### src/rtl/shift_add_fold_checksum16_core_macros.svh
// Assertion macros shared by the checksum core.
`ifndef SHIFT_ADD_FOLD_CHECKSUM16_CORE_MACROS_SVH
`define SHIFT_ADD_FOLD_CHECKSUM16_CORE_MACROS_SVH

// Same-cycle implication, disabled while reset is high.
`define SFC16_ASSERT_NOW(label, clk, rst, ante, cons, msg) \
   label: assert property (@(posedge clk) disable iff (rst) (ante) |-> (cons)) \
      else $error(msg);

// Next-cycle implication, disabled while reset is high.
`define SFC16_ASSERT_NEXT(label, clk, rst, ante, cons, msg) \
   label: assert property (@(posedge clk) disable iff (rst) (ante) |=> (cons)) \
      else $error(msg);

`endif

### src/rtl/sfc16_pkg.sv
// Types, constants and the fold function of the shift-add checksum core.
`default_nettype none

package sfc16_pkg;

   // The sum stays below 2^17 after a fold and grows by at most eight
   // doublings before the next one, so 26 bits always hold it.
   localparam int unsigned SumW      = 26;
   localparam int unsigned PosW      = 9;
   localparam int unsigned GroupW    = 3;
   localparam int unsigned ByteW     = 8;
   localparam int unsigned CsumW     = 16;
   localparam int unsigned SkipW     = 8;

   localparam logic [SkipW-1:0]  SkipReset  = 8'd14;
   localparam logic [PosW-1:0]   PosMax     = 9'd511;
   // Message offsets of the checksum field, counted as zero.
   localparam logic [PosW-1:0]   CsumFieldLo = 9'd8;
   localparam logic [PosW-1:0]   CsumFieldHi = 9'd9;

   typedef logic [SumW-1:0] sum_type;

   // One input beat as held in the input register.
   typedef struct packed {
      logic [ByteW-1:0] data_byte;
      logic             segment_end;
      logic             message_end;
   } sfc16_item_type;

   // Result handed from the accumulator to the output register.
   typedef struct packed {
      logic             emit;
      logic [CsumW-1:0] checksum;
   } sfc16_result_type;

   // 16-bit end-around fold.
   function automatic sum_type fold16(input sum_type s);
      logic [CsumW:0] folded;
      folded = {1'b0, s[CsumW-1:0]} + (CsumW + 1)'(s[SumW-1:CsumW]);
      return SumW'(folded);
   endfunction

endpackage

`default_nettype wire

### src/rtl/sfc16_req_if.sv
// Byte channel into the checksum core.
`default_nettype none

interface sfc16_req_if;
   import sfc16_pkg::*;

   logic             valid;
   logic             ready;
   logic [ByteW-1:0] data_byte;
   logic             segment_end;
   logic             message_end;

   modport source (output valid, data_byte, segment_end, message_end, input ready);
   modport sink   (input valid, data_byte, segment_end, message_end, output ready);
endinterface

`default_nettype wire

### src/rtl/sfc16_rsp_if.sv
// Checksum result channel out of the core.
`default_nettype none

interface sfc16_rsp_if;
   import sfc16_pkg::*;

   logic             valid;
   logic             ready;
   logic [CsumW-1:0] checksum;

   modport source (output valid, checksum, input ready);
   modport sink   (input valid, checksum, output ready);
endinterface

`default_nettype wire

### src/rtl/sfc16_csr_if.sv
// Configuration write channel carrying the header skip length.
`default_nettype none

interface sfc16_csr_if;
   import sfc16_pkg::*;

   logic             valid;
   logic             ready;
   logic [SkipW-1:0] header_skip;

   modport source (output valid, header_skip, input ready);
   modport sink   (input valid, header_skip, output ready);
endinterface

`default_nettype wire

### src/rtl/sfc16_in_stage.sv
// Input register that holds one byte beat until the accumulator takes it.
`default_nettype none

module sfc16_in_stage
   import sfc16_pkg::*;
(
   input  wire logic       clock,
   input  wire logic       reset,
   sfc16_req_if.sink       req_bus,
   input  wire logic       advance,
   output sfc16_item_type  item,
   output logic            item_valid
);

   logic           valid_ff, valid_in;
   sfc16_item_type item_ff, item_in;
   logic           load;

   // The register takes a new beat when empty or when it empties this cycle.
   assign req_bus.ready = !valid_ff || advance;
   assign load          = req_bus.valid && req_bus.ready;

   always_comb begin
      valid_in = valid_ff;
      item_in  = item_ff;
      if (load) begin
         valid_in            = 1'b1;
         item_in.data_byte   = req_bus.data_byte;
         item_in.segment_end = req_bus.segment_end;
         item_in.message_end = req_bus.message_end;
      end else if (advance) begin
         valid_in = 1'b0;
      end
   end

   always_ff @(posedge clock) begin
      if (reset) begin
         valid_ff <= 1'b0;
      end else begin
         valid_ff <= valid_in;
      end
   end

   always_ff @(posedge clock) begin
      item_ff <= item_in;
   end

   assign item       = item_ff;
   assign item_valid = valid_ff;

endmodule

`default_nettype wire

### src/rtl/sfc16_accum.sv
// Running sum, group and position state, and the shift-add-fold update.
`default_nettype none

module sfc16_accum
   import sfc16_pkg::*;
(
   input  wire logic           clock,
   input  wire logic           reset,
   sfc16_csr_if.sink           csr_bus,
   input  wire logic           advance,
   input  wire sfc16_item_type item,
   output sfc16_result_type    result
);

   logic [SkipW-1:0]  skip_ff, skip_in;
   sum_type           sum_ff, sum_in;
   logic [GroupW-1:0] group_ff, group_in;
   logic [PosW-1:0]   pos_ff, pos_in;

   logic              counted;
   logic [PosW-1:0]   msg_pos;
   logic [ByteW-1:0]  byte_val;
   sum_type           sum_a, sum_b, sum_c;
   logic [GroupW-1:0] group_a;
   logic              seg;

   // The skip register accepts a write in any cycle.
   assign csr_bus.ready = 1'b1;

   always_comb begin
      skip_in = skip_ff;
      if (csr_bus.valid) begin
         skip_in = csr_bus.header_skip;
      end
   end

   // One beat: skip test, checksum field masking, doubling add, then folds.
   always_comb begin
      counted  = pos_ff >= {1'b0, skip_ff};
      msg_pos  = pos_ff - {1'b0, skip_ff};
      byte_val = ((msg_pos == CsumFieldLo) || (msg_pos == CsumFieldHi)) ?
                 '0 : item.data_byte;

      sum_a   = sum_ff;
      group_a = group_ff;
      if (counted) begin
         sum_a   = {sum_ff[SumW-2:0], 1'b0} + SumW'(byte_val);
         group_a = group_ff + 1'b1;
         if (group_a == '0) begin
            sum_a = fold16(sum_a);
         end
      end

      seg   = item.segment_end || item.message_end;
      sum_b = seg ? fold16(sum_a) : sum_a;
      sum_c = fold16(sum_b);

      result.emit     = advance && item.message_end;
      result.checksum = sum_c[CsumW-1:0];

      sum_in   = sum_ff;
      group_in = group_ff;
      pos_in   = pos_ff;
      if (advance) begin
         if (item.message_end) begin
            sum_in   = '0;
            group_in = '0;
            pos_in   = '0;
         end else begin
            sum_in   = sum_b;
            group_in = seg ? '0 : group_a;
            pos_in   = (pos_ff < PosMax) ? pos_ff + 1'b1 : pos_ff;
         end
      end
   end

   always_ff @(posedge clock) begin
      if (reset) begin
         skip_ff  <= SkipReset;
         sum_ff   <= '0;
         group_ff <= '0;
         pos_ff   <= '0;
      end else begin
         skip_ff  <= skip_in;
         sum_ff   <= sum_in;
         group_ff <= group_in;
         pos_ff   <= pos_in;
      end
   end

endmodule

`default_nettype wire

### src/rtl/sfc16_out_stage.sv
// Output register that holds a checksum beat until the consumer takes it.
`default_nettype none

module sfc16_out_stage
   import sfc16_pkg::*;
(
   input  wire logic             clock,
   input  wire logic             reset,
   input  wire sfc16_result_type result,
   output logic                  slot_free,
   sfc16_rsp_if.source           rsp_bus
);

   logic             valid_ff, valid_in;
   logic [CsumW-1:0] csum_ff, csum_in;

   // Free when empty or when the held beat leaves in this cycle.
   assign slot_free = !valid_ff || rsp_bus.ready;

   always_comb begin
      valid_in = valid_ff;
      csum_in  = csum_ff;
      if (result.emit) begin
         valid_in = 1'b1;
         csum_in  = result.checksum;
      end else if (rsp_bus.ready) begin
         valid_in = 1'b0;
      end
   end

   always_ff @(posedge clock) begin
      if (reset) begin
         valid_ff <= 1'b0;
      end else begin
         valid_ff <= valid_in;
      end
   end

   always_ff @(posedge clock) begin
      csum_ff <= csum_in;
   end

   assign rsp_bus.valid    = valid_ff;
   assign rsp_bus.checksum = csum_ff;

endmodule

`default_nettype wire

### src/rtl/shift_add_fold_checksum16_core.sv
// Top level of the 16-bit shift-add-fold packet checksum core.
`default_nettype none

// Accepts one packet byte per clock and, on the last byte of a packet, returns
// the 16-bit folded checksum. A byte beat is taken into an input register, the
// running sum is updated from that register when the beat moves on, and the
// checksum lands in the output register at the same edge. The sustained rate
// is one byte per cycle, set by the combinational double, add and end-around
// fold on the sum register; it drops only while the output register holds an
// untaken checksum and another last byte is waiting. The header skip length
// may be written at any time the core is idle and takes effect from the next
// byte; reset sets it to 14. No clearing pass follows reset.
module shift_add_fold_checksum16_core
   import sfc16_pkg::*;
(
   input  wire logic    clock,
   input  wire logic    reset,
   sfc16_req_if.sink    req_bus,
   sfc16_rsp_if.source  rsp_bus,
   sfc16_csr_if.sink    csr_bus
);

   `include "shift_add_fold_checksum16_core_macros.svh"

   sfc16_item_type   item;
   logic             item_valid;
   logic             advance;
   logic             slot_free;
   sfc16_result_type result;

   // A held beat moves on unless it needs the output register and that is full.
   assign advance = item_valid && (!item.message_end || slot_free);

   sfc16_in_stage u_in_stage (
      .clock      (clock),
      .reset      (reset),
      .req_bus    (req_bus),
      .advance    (advance),
      .item       (item),
      .item_valid (item_valid)
   );

   sfc16_accum u_accum (
      .clock   (clock),
      .reset   (reset),
      .csr_bus (csr_bus),
      .advance (advance),
      .item    (item),
      .result  (result)
   );

   sfc16_out_stage u_out_stage (
      .clock     (clock),
      .reset     (reset),
      .result    (result),
      .slot_free (slot_free),
      .rsp_bus   (rsp_bus)
   );

   // A last byte that moves on always leaves a checksum beat behind.
   `SFC16_ASSERT_NEXT(a_last_byte_emits, clock, reset, advance && item.message_end, rsp_bus.valid, "last byte gave no checksum")

   // Without a last byte moving on, an empty output stays empty.
   `SFC16_ASSERT_NEXT(a_no_spurious_rsp, clock, reset, !rsp_bus.valid && !(advance && item.message_end), !rsp_bus.valid, "checksum beat without a last byte")

   // A stalled input beat is neither lost nor overwritten.
   `SFC16_ASSERT_NEXT(a_item_held, clock, reset, item_valid && !advance, item_valid && $stable(item), "stalled input beat changed")

endmodule

`default_nettype wire
### src/flat_wrapper.sv
// flat-port wrapper written by rule: the top's interface ports become plain ports
module shift_add_fold_checksum16_core_flat import sfc16_pkg::*;
  (clock, reset, req_bus_valid, req_bus_data_byte, req_bus_segment_end, req_bus_message_end, req_bus_ready, rsp_bus_valid, rsp_bus_checksum, rsp_bus_ready, csr_bus_valid, csr_bus_header_skip, csr_bus_ready);
  sfc16_req_if req_bus_i ();
  sfc16_rsp_if rsp_bus_i ();
  sfc16_csr_if csr_bus_i ();
  input  wire logic clock;
  input  wire logic reset;
  input wire logic [$bits(req_bus_i.valid)-1:0] req_bus_valid;
  input wire logic [$bits(req_bus_i.data_byte)-1:0] req_bus_data_byte;
  input wire logic [$bits(req_bus_i.segment_end)-1:0] req_bus_segment_end;
  input wire logic [$bits(req_bus_i.message_end)-1:0] req_bus_message_end;
  output wire logic [$bits(req_bus_i.ready)-1:0] req_bus_ready;
  output wire logic [$bits(rsp_bus_i.valid)-1:0] rsp_bus_valid;
  output wire logic [$bits(rsp_bus_i.checksum)-1:0] rsp_bus_checksum;
  input wire logic [$bits(rsp_bus_i.ready)-1:0] rsp_bus_ready;
  input wire logic [$bits(csr_bus_i.valid)-1:0] csr_bus_valid;
  input wire logic [$bits(csr_bus_i.header_skip)-1:0] csr_bus_header_skip;
  output wire logic [$bits(csr_bus_i.ready)-1:0] csr_bus_ready;
  assign req_bus_i.valid = req_bus_valid;
  assign req_bus_i.data_byte = req_bus_data_byte;
  assign req_bus_i.segment_end = req_bus_segment_end;
  assign req_bus_i.message_end = req_bus_message_end;
  assign req_bus_ready = req_bus_i.ready;
  assign rsp_bus_valid = rsp_bus_i.valid;
  assign rsp_bus_checksum = rsp_bus_i.checksum;
  assign rsp_bus_i.ready = rsp_bus_ready;
  assign csr_bus_i.valid = csr_bus_valid;
  assign csr_bus_i.header_skip = csr_bus_header_skip;
  assign csr_bus_ready = csr_bus_i.ready;
  shift_add_fold_checksum16_core u_core (.clock(clock), .reset(reset), .req_bus(req_bus_i), .rsp_bus(rsp_bus_i), .csr_bus(csr_bus_i));
endmodule
### config.mk
export PLATFORM = sky130hd
export DESIGN_NAME = shift_add_fold_checksum16_core_flat
export DESIGN_NICKNAME = d
export VERILOG_FILES = /design/src/rtl/sfc16_pkg.sv /design/src/rtl/sfc16_req_if.sv /design/src/rtl/sfc16_rsp_if.sv /design/src/rtl/sfc16_csr_if.sv /design/src/rtl/sfc16_in_stage.sv /design/src/rtl/sfc16_accum.sv /design/src/rtl/sfc16_out_stage.sv /design/src/rtl/shift_add_fold_checksum16_core.sv /design/src/flat_wrapper.sv
export VERILOG_INCLUDE_DIRS = /design/src /design/src/rtl
export SDC_FILE = /design/constraint.sdc
export NUM_CORES = 1
export LEC_CHECK = 0
export BUFFER_PORTS_ARGS = -buffer_cell sky130_fd_sc_hd__buf_2
export CAP_MARGIN = 0
export CELL_PAD_IN_SITES_DETAIL_PLACEMENT = 0
export CELL_PAD_IN_SITES_GLOBAL_PLACEMENT = 2
export CORE_MARGIN = 2
export CORE_UTILIZATION = 38
export DETAILED_ROUTE_END_ITERATION = 8
export PLACE_DENSITY_LB_ADDON = 0.2
export SYNTH_ARGS = -nofsm -noshare
export SYNTH_HDL_FRONTEND = slang
export SYNTH_SLANG_ARGS = --single-unit
### constraint.sdc
create_clock -name clock -period 13.7 [get_ports clock]
set_clock_uncertainty 0.1 [all_clocks]
set_input_delay 0.685 -clock clock [delete_from_list [all_inputs] [get_ports clock]]
set_output_delay 0.685 -clock clock [all_outputs]
set_load 0.02 [all_outputs]
==> reports/summary.log <==
[yosys] Synth cell types 77
[sta] final-report setup violation count 0
[worst_setup_path] number of buffers and inverters on the critical path 4
[clock_tree] # clock sinks 74
[floorplanning] io pins 42
[worst_setup_path] Max stage delay on crit path 0.55 ns
[sta] portion of the clock cycle consumed by the worst path in the final layout 90.15%
[yosys] most frequent cell after synthesis sky130_fd_sc_hd__nor2_1
[worst_hold_path] type of the tightest min-delay check flip-flop to flip-flop
[route] total wirelength of the detailed-routed design 16,920 um
[sta] pin slew with the least headroom to its limit 1.094 ns
[worst_setup_path] path type of the worst setup path flip-flop to flip-flop
[clock_tree] post-CTS clock slew at the launch and capture registers of the worst setup and hold paths 0.07 ns
[yosys] Async S/R FF share, synth 0%
[floorplanning] number of placement rows 46
[layout] Fill cells 1,576
[grt] wire length of the first global-routing pass 27,180 um
[power] sequential share of power 45.8%
[yosys] post-synthesis cell type with the largest combined area sky130_fd_sc_hd__dfxtp_1
[clock_tree] count of buffers added by post-CTS timing repair for setup 0
[route] number of DRC markers after the initial detailed-route iteration 259
[sta] unrepaired setup endpoints after global routing no
[worst_setup_path] data arrival at the endpoint of the critical path 12.35 ns
[power] fraction of power spent switching nets 27.12%
[sta] relative slew slack 26.83%
[worst_setup_path] worst r2r dst u_core.u_out_stage.rsp_bus.checksum[14]
[status] run status finished, final reports clean
[floorplanning] horizontal die dimension 130.2 um
[clock_tree] Max Root-Sink Buffers 2
[worst_hold_path] Hold Path End u_core.u_accum.sum_ff[25]
[floorplanning] Die Area 0.01696 mm^2
[worst_setup_path] CP Max Fanout 9
[worst_setup_path] Critical Path Most Common Cell sky130_fd_sc_hd__ha_1
[layout] antenna diode instance count 0
[sta] Setup Total Neg Slack 0 ns
[yosys] count of flip-flops with a built-in enable after synthesis 26
[power] Net Switching 139.3 uW
[sta] maximum clock frequency 80.97 MHz
[yosys] Synth Warn # 0
[layout] layout overhead on the synthesized area 11.76%
[grt] total overflow reported by the global router 0
[place] post-detail-place hpwl 13,050 um
[worst_setup_path] Register-to-Register Path Depth 55
[place] global placement routability congestion 0.8885
[place] I/O Buffers 40
[grt] maximum number of pins on one net before global-route repair 51
[yosys] fraction of synthesized cell area taken by the top area cell type 15.87%
[layout] fraction of final layout cells with drive strength greater than 1 12.57%
[worst_setup_path] CP Capture Type flip-flop
[grt] GRT Util Overall 21.07%
[clock_tree] hold bufs inserted after CTS 0
[worst_setup_path] CP max stage cell sky130_fd_sc_hd__o31ai_1
[yosys] mean post-synth cell area 8.419 um^2
[power] power density of the placed cells 75.94 mW/mm^2
[clock_tree] PostCTS Resize Cnt 0
[route] average via count per standard cell 5.401
[yosys] register bit total from synthesis 74
[grt] via count of the first global-routing pass 5,014
[yosys] share of synthesized area occupied by flip-flops and latches 28.77%
[worst_hold_path] number of cells on the worst hold path 2
[clock_tree] clock buffers created by TritonCTS 9
[route] routed wire length per instance 17.40 um
[sta] Min Clock Period, post-route 12.35 ns
[route] Antenna Nets Post-Route 0
[layout] nets 827
[yosys] synth top area cells sky130_fd_sc_hd__dfxtp_1 (16%), sky130_fd_sc_hd__edfxtp_1 (13%), sky130_fd_sc_hd__ha_1 (9.9%), sky130_fd_sc_hd__xnor2_1 (6.2%), sky130_fd_sc_hd__a21oi_1 (4.6%)
[yosys] synthesized net count 795
[power] cell-internal power 374.4 uW
[sta] Max Slew Vio Count 0
[yosys] most instantiated cells after synthesis sky130_fd_sc_hd__nor2_1 (73), sky130_fd_sc_hd__nand2_1 (72), sky130_fd_sc_hd__a21oi_1 (56)
[grt] antenna violations before repair 0
[worst_setup_path] category of the worst setup path launch point flip-flop
[worst_setup_path] Worst R2R Start u_core.u_accum.pos_ff[0]
[power] relative contribution of the clock network to total power 44.1%
[power] Gate power share 10.1%
[floorplanning] effective utilization at floorplan 38.53%
[clock_tree] root buffer cell sky130_fd_sc_hd__clkbuf_16
[power] overall power consumption 513.8 uW
[yosys] gate count after technology mapping 719
[clock_tree] H-tree depth 3
[floorplanning] area of the placeable core 0.01571 mm^2
[route] first-pass iteration count of the detailed router 5
[worst_setup_path] setup slack on the worst flop-to-flop path 1.35 ns
[flow_run] Max-Cap Viols 0
[power] leakage 0.002728 uW
[worst_setup_path] required time worst endpoint 13.70 ns
[clock_tree] source-to-sink clock delay at the later pin of the worst-skew pair 0.35 ns
[yosys] prevailing post-synth register cell sky130_fd_sc_hd__dfxtp_1
[worst_hold_path] hold path start u_core.u_accum.sum_ff[25]
[route] count of vias placed by the detailed router 5,250
[worst_setup_path] gate family responsible for the most delay along the worst path compound AO/OA/AOI/OAI gates
[sta] Fin. Hold Viols 0
[power] worst-case vdd ir drop 60.80 uV
[floorplanning] die outline height 130.2 um
[route] count of unresolved DRC violations after routing 0
[yosys] synthesized area 0.006053 mm^2
[clock_tree] CTS tree done
[cells in the final DEF (no fill, tap or decap), types with 11 or more instances in the layout]
cell	instances
sky130_fd_sc_hd__a22oi_1	14
sky130_fd_sc_hd__nand3_1	21
sky130_fd_sc_hd__a21o_1	16
sky130_fd_sc_hd__ha_1	48
sky130_fd_sc_hd__nor2_1	73
sky130_fd_sc_hd__dfxtp_1	48
sky130_fd_sc_hd__mux2i_1	13
sky130_fd_sc_hd__xor2_1	22
sky130_fd_sc_hd__inv_1	35
sky130_fd_sc_hd__and2_1	11
sky130_fd_sc_hd__edfxtp_1	26
sky130_fd_sc_hd__o21ai_0	35
sky130_fd_sc_hd__nand2_1	72
sky130_fd_sc_hd__a21oi_1	56
sky130_fd_sc_hd__buf_2	40
sky130_fd_sc_hd__xnor2_1	43
sky130_fd_sc_hd__nor3_1	17
sky130_fd_sc_hd__nor2b_1	16
[routing by layer]
layer  vias to the layer above  global-route usage [%]  routed length [um]
met5                         -                       0                   0
met4                         0                   7.337                 364
met3                        20                   2.337                 404
met2                        94                   33.82                7628
met1                      2503                   29.46                8519
li1                       2633                       -                   -
[cell type report]
class	instances	area [um^2]	share of cell area, %
clock buffer	9	225.2	3.329
multi-input combinational	584	4091	60.48
tap	216	270.3	3.995
timing repair buffer	47	252.7	3.736
sequential	74	1742	25.74
clock inverter	7	52.55	0.7768
inverter	35	131.4	1.942
[flip-flops by register name (all words and copies together) (netlist names)]
name and count:
u_core.u_in_stage.item_valid 1, u_core.u_accum.sum_ff 26, u_core.u_accum.pos_ff 9, u_core.u_accum.group_ff 3, u_core.u_out_stage.rsp_bus.checksum 16, u_core.u_accum.skip_ff 8
u_core.u_out_stage.rsp_bus.valid 1, u_core.u_in_stage.item 10
[kinds of logic (layout without fill, tap and decap cells)]
logic type,after synthesis,after routing,share of synthesized area [%]
AND/OR/NAND/NOR,251,251,20.15
AO/OA/AOI/OAI,191,191,21.37
flip-flops,74,74,28.77
XOR/XNOR,69,69,10.67
buffers and inverters,61,98,3.948
adder cells (fa/ha/maj),53,53,11.58
multiplexers,19,19,3.452
other,1,1,0.06195
[tightest hold or removal path, stage by stage, from the launching register on]
cell	delay (ns)
sky130_fd_sc_hd__dfxtp_1	0.32
sky130_fd_sc_hd__nand2_1	0.05
sky130_fd_sc_hd__a21oi_1	0.06
[power by group through the flow]
| stage | clock (uW) | sequential [uW] | combinational (uW) |
|---|---|---|---|
| after floorplan | 0 | 240 | 34.1 |
| after global placement | 0 | 240 | 51.7 |
| after detailed placement | 0 | 240 | 51.9 |
| after CTS | 233 | 235 | 52.2 |
| after global routing | 241 | 236 | 57.6 |
| final | 227 | 235 | 51.7 |
[how the worst max path moves through the flow]
stage,from,endpoint,depth (start not counted)
after floorplan,u_core.u_accum.pos_ff[0],u_core.u_out_stage.rsp_bus.checksum[14],56
after global placement,u_core.u_accum.pos_ff[0],u_core.u_out_stage.rsp_bus.checksum[14],55
after detailed placement,u_core.u_accum.pos_ff[0],u_core.u_out_stage.rsp_bus.checksum[14],55
after CTS,u_core.u_accum.pos_ff[0],u_core.u_out_stage.rsp_bus.checksum[14],55
after global routing,u_core.u_accum.pos_ff[0],u_core.u_out_stage.rsp_bus.checksum[14],56
final,u_core.u_accum.pos_ff[0],u_core.u_out_stage.rsp_bus.checksum[14],55
[metrics by stage]
| step | hold WS (ns) | instances | util [%] | setup WS, ns | instance area [um^2] |
|---|---|---|---|---|---|
| floorplan | 0.3366 | 719 | - | 3.489 | 6053 |
| global placement | 0.3480 | 956 | 41.29 | 1.911 | 6487 |
| detailed placement | 0.3656 | 956 | 41.29 | 1.516 | 6487 |
| CTS | 0.3742 | 972 | 43.06 | 1.464 | 6765 |
| global route | 0.4025 | 972 | 43.06 | 0.3419 | 6765 |
| finish | 0.3794 | 972 | 43.06 | 1.349 | 6765 |
Power figures use the tool's default switching activity.
